[src/rtl/hbns_pkg.sv]
// Shared types, constants and helper functions for the hashed block node selector.
`timescale 1ns / 1ps

package hbns_pkg;

  localparam int unsigned NODE_TOTAL      = 5;
  localparam int unsigned MASK_COUNT      = 10;
  localparam int unsigned REPLICA_REGIONS = 3;

  // Pipeline depth up to and including the output register.
  localparam int unsigned PIPE_STAGES = 7;

  localparam logic [63:0] MIX64_C1     = 64'hbf58476d1ce4e5b9;
  localparam logic [63:0] MIX64_C2     = 64'h94d049bb133111eb;
  localparam logic [31:0] MIX32_K      = 32'h045d9f3b;
  // floor(x / 10) == (x * RECIP10) >> 35 for every 32-bit x
  localparam logic [31:0] RECIP10      = 32'hcccccccd;
  localparam int unsigned RECIP10_SHIFT = 35;
  // (2^64 - 1) / REPLICA_REGIONS and twice that
  localparam logic [63:0] REGION_SPAN  = 64'h5555555555555555;
  localparam logic [63:0] REGION_SPAN2 = 64'haaaaaaaaaaaaaaaa;

  localparam logic [2:0] NODE_COUNT_NONE = 3'd0;
  localparam logic [2:0] NODE_COUNT_ONE  = 3'd1;
  localparam logic [2:0] NODE_COUNT_FULL = 3'(NODE_TOTAL);

  typedef enum logic [1:0] {
    ST_OK   = 2'd0,
    ST_NONE = 2'd1,
    ST_ERR  = 2'd2
  } status_t;

  typedef enum logic {
    CFG_NODE_ADDRESS = 1'b0,
    CFG_NODE_COUNT   = 1'b1
  } cfg_index_t;

  // Per-stage advance strobes, stage 1 at bit 0.
  typedef logic [PIPE_STAGES-1:0] stage_en_t;

  // Early decision made at entry; hashed items resolve at the output stage.
  typedef struct packed {
    logic    use_hash;
    status_t status;
  } pre_dec_t;

  typedef struct packed {
    logic       found;
    logic [2:0] idx;
  } pick_t;

  function automatic logic [4:0] mask_lookup(input logic [3:0] sel);
    logic [4:0] m;
    case (sel)
      4'd0:    m = 5'd7;
      4'd1:    m = 5'd11;
      4'd2:    m = 5'd13;
      4'd3:    m = 5'd14;
      4'd4:    m = 5'd19;
      4'd5:    m = 5'd21;
      4'd6:    m = 5'd22;
      4'd7:    m = 5'd25;
      4'd8:    m = 5'd26;
      4'd9:    m = 5'd28;
      default: m = 5'd0;
    endcase
    return m;
  endfunction

  // Position of the region-th set bit of mask, counted from bit 0.
  function automatic pick_t pick_set_bit(input logic [4:0] mask, input logic [1:0] region);
    pick_t      p;
    logic [2:0] seen;
    p.found = 1'b0;
    p.idx   = 3'd0;
    seen    = 3'd0;
    for (int i = 0; i < NODE_TOTAL; i++) begin
      if (mask[i] && !p.found) begin
        if (seen == {1'b0, region}) begin
          p.found = 1'b1;
          p.idx   = 3'(i);
        end
        seen = seen + 3'd1;
      end
    end
    return p;
  endfunction

endpackage

[src/rtl/hbns_mask_sel.sv]
// 32-bit mix of the node address, modulo ten, and lookup of the five-bit node mask with three bits set.
`timescale 1ns / 1ps

module hbns_mask_sel (
  input  logic                clk,
  input  hbns_pkg::stage_en_t en,
  input  logic [31:0]         node_address,
  output logic [4:0]          mask
);

  logic [31:0] m1_r;
  logic [31:0] m2_r;
  logic [31:0] m3_r;
  logic [31:0] m4_r;
  logic [31:0] m5_r;
  logic [63:0] prod_r;
  logic [4:0]  mask_r;

  logic [31:0] m1_nxt;
  logic [31:0] m2_nxt;
  logic [31:0] m2x;
  logic [31:0] m3_nxt;
  logic [31:0] m4_nxt;
  logic [63:0] prod_nxt;
  logic [28:0] quo;
  logic [31:0] quo_x10;
  logic [31:0] rem_full;
  logic [4:0]  mask_nxt;

  assign m1_nxt   = node_address ^ (node_address >> 16);
  assign m2_nxt   = m1_r * hbns_pkg::MIX32_K;
  assign m2x      = m2_r ^ (m2_r >> 16);
  assign m3_nxt   = m2x * hbns_pkg::MIX32_K;
  assign m4_nxt   = m3_r ^ (m3_r >> 16);
  assign prod_nxt = m4_r * hbns_pkg::RECIP10;

  // remainder by ten through the reciprocal quotient
  assign quo      = prod_r[63:hbns_pkg::RECIP10_SHIFT];
  assign quo_x10  = 32'({quo, 3'b000}) + 32'({quo, 1'b0});
  assign rem_full = m5_r - quo_x10;
  assign mask_nxt = hbns_pkg::mask_lookup(rem_full[3:0]);

  always_ff @(posedge clk) begin
    if (en[0]) begin
      m1_r <= m1_nxt;
    end
    if (en[1]) begin
      m2_r <= m2_nxt;
    end
    if (en[2]) begin
      m3_r <= m3_nxt;
    end
    if (en[3]) begin
      m4_r <= m4_nxt;
    end
    if (en[4]) begin
      m5_r   <= m4_r;
      prod_r <= prod_nxt;
    end
    if (en[5]) begin
      mask_r <= mask_nxt;
    end
  end

  assign mask = mask_r;

endmodule

[config.mk]
export PLATFORM = sky130hd
export DESIGN_NAME = hbns_mask_sel
export DESIGN_NICKNAME = d
export VERILOG_FILES = /design/src/rtl/hbns_pkg.sv /design/src/rtl/hbns_mask_sel.sv
export SDC_FILE = /design/constraint.sdc
export NUM_CORES = 2
export LEC_CHECK = 0
export ABC_AREA = 0
export BUFFER_PORTS_ARGS = -buffer_cell sky130_fd_sc_hd__buf_2
export CAP_MARGIN = 20
export CORE_UTILIZATION = 41
export CTS_BUF_LIST = sky130_fd_sc_hd__clkbuf_8 sky130_fd_sc_hd__clkbuf_16
export DETAILED_ROUTE_END_ITERATION = 6
export SYNTH_ARGS = -nofsm -noshare
export SYNTH_HDL_FRONTEND = slang
export SYNTH_SLANG_ARGS = --single-unit
[constraint.sdc]
create_clock -name clk -period 6.2 [get_ports clk]
set_clock_uncertainty 0.05 [all_clocks]
set_input_delay 0.62 -clock clk [delete_from_list [all_inputs] [get_ports clk]]
set_output_delay 0.62 -clock clk [all_outputs]
set_load 0.02 [all_outputs]
**Word level (Yosys, flattened, before mapping)**

Memory sizes are Yosys's and may differ from the RTL's. A register that Yosys moved wholly into a read port is not among the register bits.
Cells that the tools add are included.

- ROM bits: 80
- Memories kept: 1
- Output and inout port bits: 5
- Word-level logic and storage cells: 15
- Input bits: 40
- Register bits: 170

Memory list:

| name | depth | width | rd ports | clocked after memory_dff | wr ports | RTL line | source |
|---|---|---|---|---|---|---|---|
| (no name shown) | 16 | 5 | 1 | 1 | 0 | hbns_pkg.sv:54 | `case (sel)` |

- Add/subtract/negate cells: 2
- $mul: 3
- Bitwise operators: 3

Operators by type and width:

| cell | count |
|---|---|
| 32-bit by 16-bit XOR with 32-bit output | 3 |
| 32-bit by 27-bit multiplier with 32-bit output, second input constant | 2 |
| 32-bit by 32-bit multiplier with 38-bit output, second input constant | 1 |
| 4-bit adder | 1 |
| 4-bit subtractor | 1 |

**Depth between registers and ports, before layout**

- Depth in word-level cells: 2
- Depth in mapped cells: 23
- Mapped depth without buffers: 23

**Least setup slack after synthesis**

No wires, ideal clock.

- Kind: register -> register
- From: reg m2_r[30]
- To: reg m3_r[31] (data pin)
- Required time: 5.890 ns
- Data arrival time: 6.439 ns
- Clock period less this slack: 6.749 ns
- Path slack: -0.549 ns
- Buffers on the path: 0
- Stages on the path, launching flop included: 24
- Setup time: 0.260 ns
- Cells stage by stage: edfxtp_1 -> xor2_1 -> inv_1 -> fa_1 -> inv_1 -> ha_1 -> fa_1 -> inv_1 -> fa_1 -> fa_1 -> inv_1 -> fa_1 -> inv_1 -> fa_1 -> inv_1 -> ha_1 -> a21oi_1 -> o21ai_0 -> a221o_1 -> a211oi_2 -> a21oi_2 -> a2111oi_4 -> a21oi_2 -> xnor2_1

- Word-level cells in the longest chain between the ends: 2

Ends and longest elaborated chain:

| item | RTL line | source |
|---|---|---|
| from (decl) | hbns_mask_sel.sv:12 | `logic [31:0] m2_r;` |
| from (signal assigned) | hbns_mask_sel.sv:48 | `m2_r <= m2_nxt;` |
| 32-bit by 16-bit XOR with 32-bit output | hbns_mask_sel.sv:32 | `assign m2x = m2_r ^ (m2_r >> 16);` |
| 32-bit by 27-bit multiplier with 32-bit output | hbns_mask_sel.sv:33 | `assign m3_nxt = m2x * hbns_pkg::MIX32_K;` |
| named net m3_nxt[31] | hbns_mask_sel.sv:22 | `logic [31:0] m3_nxt;` |
| to (signal assigned) | hbns_mask_sel.sv:51 | `m3_r <= m3_nxt;` |
| to (decl) | hbns_mask_sel.sv:13 | `logic [31:0] m3_r;` |

The timed path passes the listed nets, and every way through them passes these cells.
A chain may end at the register's enable or synchronous reset.

**Final worst setup path**

- From: reg m4_r[11]
- To: reg prod_r[36] (data pin)

- Word-level cells in the longest chain between the ends: 1

Ends and longest elaborated chain:

| item | RTL line | source |
|---|---|---|
| from (decl) | hbns_mask_sel.sv:14 | `logic [31:0] m4_r;` |
| from (signal assigned) | hbns_mask_sel.sv:54 | `m4_r <= m4_nxt;` |
| 32-bit by 32-bit multiplier with 38-bit output | hbns_mask_sel.sv:35 | `assign prod_nxt = m4_r * hbns_pkg::RECIP10;` |
| named net prod_nxt[36] | hbns_mask_sel.sv:24 | `logic [63:0] prod_nxt;` |
| to (signal assigned) | hbns_mask_sel.sv:58 | `prod_r <= prod_nxt;` |
| to (decl) | hbns_mask_sel.sv:16 | `logic [63:0] prod_r;` |

The timed path passes the listed nets, and every way through them passes these cells.

==> impl_metrics.tcl <==
set metrics [dict create \
    finalCriticalPeriod_ns 6.467 \
    max-clock-path-buffers 2 \
    cell_variety_after_synth 59 \
    critical_path.reg2reg.startpoint "m4_r[11]" \
    worstHoldPathCells 1 \
    clock_tree.root_cell "sky130_fd_sc_hd__clkbuf_16" \
    max_freq_ghz 0.1546 \
    yosysSeqAreaShare_pct 12.87 \
    pin_count 45 \
    drive_gt1_share_pct 20.42 \
    num_antenna_cells 0 \
    routed_wire_length_per_instance_um 17.83 \
    finalCritPeriodShare_pct 104.3 \
    netlist_area_sq_um 32670 \
    crit_required_ns 6.44 \
    dr.first_iter.drc_count 992 \
    fp.dieH_um 284.3 \
    syn_avg_cell_area_sq_um 10.82 \
    reg2reg_capture_point "prod_r[36]" \
    final-hold-violation-count 0 \
    failing_checks "negative setup slack" \
    crit_fanout 2 \
    synth.cells.most_frequent "1161 x sky130_fd_sc_hd__inv_1, 696 x sky130_fd_sc_hd__fa_1, 536 x sky130_fd_sc_hd__ha_1" \
    initial_util_pct 41.43 \
    dp_hpwl_um 74340 \
    grt_max_degree 33 \
    synth_most_common_cell "sky130_fd_sc_hd__inv_1" \
    synth.yosys.warnings 0 \
    hold_path_class "in2reg" \
    whs_endpoint "m1_r[21]" \
    via_count 20980 \
    synth.top_cell.area_share_pct 42.65 \
    worstPathBufferInverterCount 6 \
    rr_worst_depth 22 \
    antenna_violating_nets_post_route 0 \
    critical_path.cell_chain "buf_4 > ha_4 > inv_2 > fa_1 > inv_1 > fa_1 > inv_1 > fa_1 > inv_1 > fa_2 > fa_2 > fa_1 > fa_1 > ha_4 > nand4_1 > nor3_2 > nand2_1 > o211ai_1 > buf_4 > a21oi_4 > o21bai_1 > xor2_1" \
    areaGrowthSynthToFinish_pct 20.83 \
    synth_seq_cells 140 \
    std_cell_rows 103 \
    crit_type "reg2reg" \
    crit_path_start_kind "flip-flop" \
    synth_ff_type "sky130_fd_sc_hd__edfxtp_1" \
    final_wtd_congestion 0.9426 \
    synthesis.instances 3021 \
    regToRegSetupSlack_ns -0.27 \
    outcome "complete, but fails checks" \
    largest_incremental_delay_on_the_critical_path_ns 0.53 \
    top_cell_family_by_delay_on_the_critical_path "adder cells" \
    die_w_um 284.3 \
    globalRouteTotalUtil_pct 21.40 \
    synth_enable_flop_cells 140 \
    route.detailed.drc 0 \
    design.final.nets 4795 \
    utilization_of_the_core_after_routing_pct 50.06 \
    cp_slowest_cell "sky130_fd_sc_hd__fa_2" \
    setup_slack_ns -0.2666 \
    max-cap-violations 0 \
    clock_sink_count 140 \
    clock_latency_ns 0.47 \
    cts_tree "done" \
    design.core.area_sq_um 78870 \
    min-delay-start "node_address[21]" \
    slew_headroom_pct 51.10 \
    number_of_antenna_violations_at_the_first_check_in_global_routing 2 \
    setup_tns_ns -1.750 \
    first_global_vias 23550 \
    rsz0062_at_grt "true" \
    port_buffers 43 \
    ys_top_cells_by_area "sky130_fd_sc_hd__fa_1 43%, sky130_fd_sc_hd__ha_1 21%, sky130_fd_sc_hd__inv_1 13%" \
    finalNonFillerCells 4586 \
    number_of_buffers_created_by_cts 17 \
    timing.critical_path.mode_cell "sky130_fd_sc_hd__fa_1" \
    worst_setup_hold_path_clk_slew_ns 0.06 \
    syn_nets 4293 \
    actual_slew_at_the_worst_max_slew_pin_ns 0.7335 \
    slew_limit_fails 0 \
    h-tree-depth 4 \
    netlist.top_cell.by_area "sky130_fd_sc_hd__fa_1" \
    fill_cells 7144 \
    global_route_wire_length_before_repair_um 130300 \
    final_global_route_overflow_total 0 \
    drt-total-wl_um 81780 \
    placedCellCount 4509 \
    cp_data_arrival_time_ns 6.70 \
    synthArstFlopShare_pct 0 \
    drt-pass1-iter-count 4 \
    finalSetupViolCount 9 \
    critPathCaptureType "flip-flop" \
    die_area_sq_um 80820 \
    vias_per_cell 4.574 \
]
==> how the worst max path moves through the flow <==
stage | cells after the start | startpoint | slack [ns] | to
after floorplan | 23 | m2_r[27] | -0.07 | m3_r[31]
after global placement | 22 | m1_r[8] | -0.54 | m2_r[28]
after detailed placement | 22 | m1_r[8] | -0.51 | m2_r[28]
after CTS | 23 | m2_r[26] | -0.33 | m3_r[29]
after global routing | 23 | m2_r[13] | -0.42 | m3_r[31]
final | 22 | m4_r[11] | -0.27 | prod_r[36]
==> final cells by class <==
type	instances	area [sq um]	share of cell area, %
multi-input cells	1719	25390	64.30
inverters	1161	4363	11.05
flip-flops and latches	140	4204	10.65
repair buffers	484	3638	9.216
well taps	1050	1314	3.328
clock buffers	17	425.4	1.078
clock inverters	15	148.9	0.3771
==> cells in the final DEF, fill, tap and decap left out, types with 9 or more instances in the layout <==
| cell type | instances |
|---|---|
| sky130_fd_sc_hd__a21o_1 | 29 |
| sky130_fd_sc_hd__o21ai_0 | 15 |
| sky130_fd_sc_hd__nand4_1 | 10 |
| sky130_fd_sc_hd__nor2_1 | 27 |
| sky130_fd_sc_hd__fa_2 | 21 |
| sky130_fd_sc_hd__xor2_2 | 9 |
| sky130_fd_sc_hd__buf_2 | 43 |
| sky130_fd_sc_hd__a21oi_2 | 16 |
| sky130_fd_sc_hd__ha_4 | 45 |
| sky130_fd_sc_hd__fa_1 | 675 |
| sky130_fd_sc_hd__xor2_1 | 61 |
| sky130_fd_sc_hd__buf_4 | 418 |
| sky130_fd_sc_hd__ha_2 | 15 |
| sky130_fd_sc_hd__inv_1 | 1118 |
| sky130_fd_sc_hd__ha_1 | 476 |
| sky130_fd_sc_hd__nand3_1 | 9 |
| sky130_fd_sc_hd__a21oi_1 | 28 |
| sky130_fd_sc_hd__buf_6 | 20 |
| sky130_fd_sc_hd__nand2_1 | 33 |
| sky130_fd_sc_hd__xnor2_1 | 106 |
| sky130_fd_sc_hd__xor2_4 | 9 |
| sky130_fd_sc_hd__edfxtp_1 | 140 |
| sky130_fd_sc_hd__inv_2 | 42 |
| sky130_fd_sc_hd__clkbuf_16 | 17 |
| sky130_fd_sc_hd__o21a_1 | 9 |
==> layer usage <==
layer | global-route usage, % | vias to the layer above | share of wire, %
met5 | 0 | - | 0.032
met4 | 5.901 | 4 | 2.7
met3 | 3.315 | 103 | 4.3
met2 | 36.79 | 353 | 50
met1 | 27.94 | 10600 | 43
li1 | - | 9918 | -
==> worst register-to-register path, stage by stage (launching register included) <==
cell and delay [ns]:
sky130_fd_sc_hd__edfxtp_1 0.45, sky130_fd_sc_hd__buf_4 0.18, sky130_fd_sc_hd__ha_4 0.26, sky130_fd_sc_hd__inv_2 0.04, sky130_fd_sc_hd__fa_1 0.49, sky130_fd_sc_hd__inv_1 0.05, sky130_fd_sc_hd__fa_1 0.49, sky130_fd_sc_hd__inv_1 0.05
sky130_fd_sc_hd__fa_1 0.47, sky130_fd_sc_hd__inv_1 0.05, sky130_fd_sc_hd__fa_2 0.53, sky130_fd_sc_hd__fa_2 0.47, sky130_fd_sc_hd__fa_1 0.52, sky130_fd_sc_hd__fa_1 0.46, sky130_fd_sc_hd__ha_4 0.30, sky130_fd_sc_hd__nand4_1 0.08
sky130_fd_sc_hd__nor3_2 0.23, sky130_fd_sc_hd__nand2_1 0.08, sky130_fd_sc_hd__o211ai_1 0.32, sky130_fd_sc_hd__buf_4 0.22, sky130_fd_sc_hd__a21oi_4 0.07, sky130_fd_sc_hd__o21bai_1 0.16, sky130_fd_sc_hd__xor2_1 0.26
==> flip-flops by register name (all words and copies together) (netlist names) <==
register	count
m1_r	32
m3_r	32
m2_r	32
mask	5
m5_r	4
m4_r	32
prod_r	3
==> cells by family (layout without fill, tap and decap cells) <==
| kind of cell | after synthesis | in the layout | share of synthesized area, % |
|---|---|---|---|
| xor gates and xnor gates | 193 | 193 | 5.174 |
| adders and majority gates | 1232 | 1232 | 63.17 |
| and+or+nand+nor | 128 | 128 | 1.949 |
| AOI/OAI and AO/OA | 166 | 166 | 3.489 |
| DFF | 140 | 140 | 12.87 |
| buffers and inverters | 1162 | 1677 | 13.35 |
==> timing repair <==
item | in CTS | in global routing
setup endpoints to repair | 23 | 26
resized for setup | 93 | 138
pin swaps | 76 | 123
hold endpoints to repair | 0 | 0
hold buffers | 0 | 0
setup buffers | 24 | 32
==> metrics by stage <==
step / setup slack [ns] / area, sq um / hold WS (ns)
2_1_floorplan: -0.07337 / 32900 / 0.3976
3_3_place_gp: -0.5395 / 37420 / 0.4087
3_5_place_dp: -0.5134 / 37420 / 0.4144
4_1_cts: -0.3332 / 38650 / 0.2667
5_1_grt: -0.4235 / 39480 / 0.2786
6_report: -0.2666 / 39480 / 0.2939
Power is not shown: default switching activity piles up to over one toggle a cycle in this logic, so the estimate is an artifact.
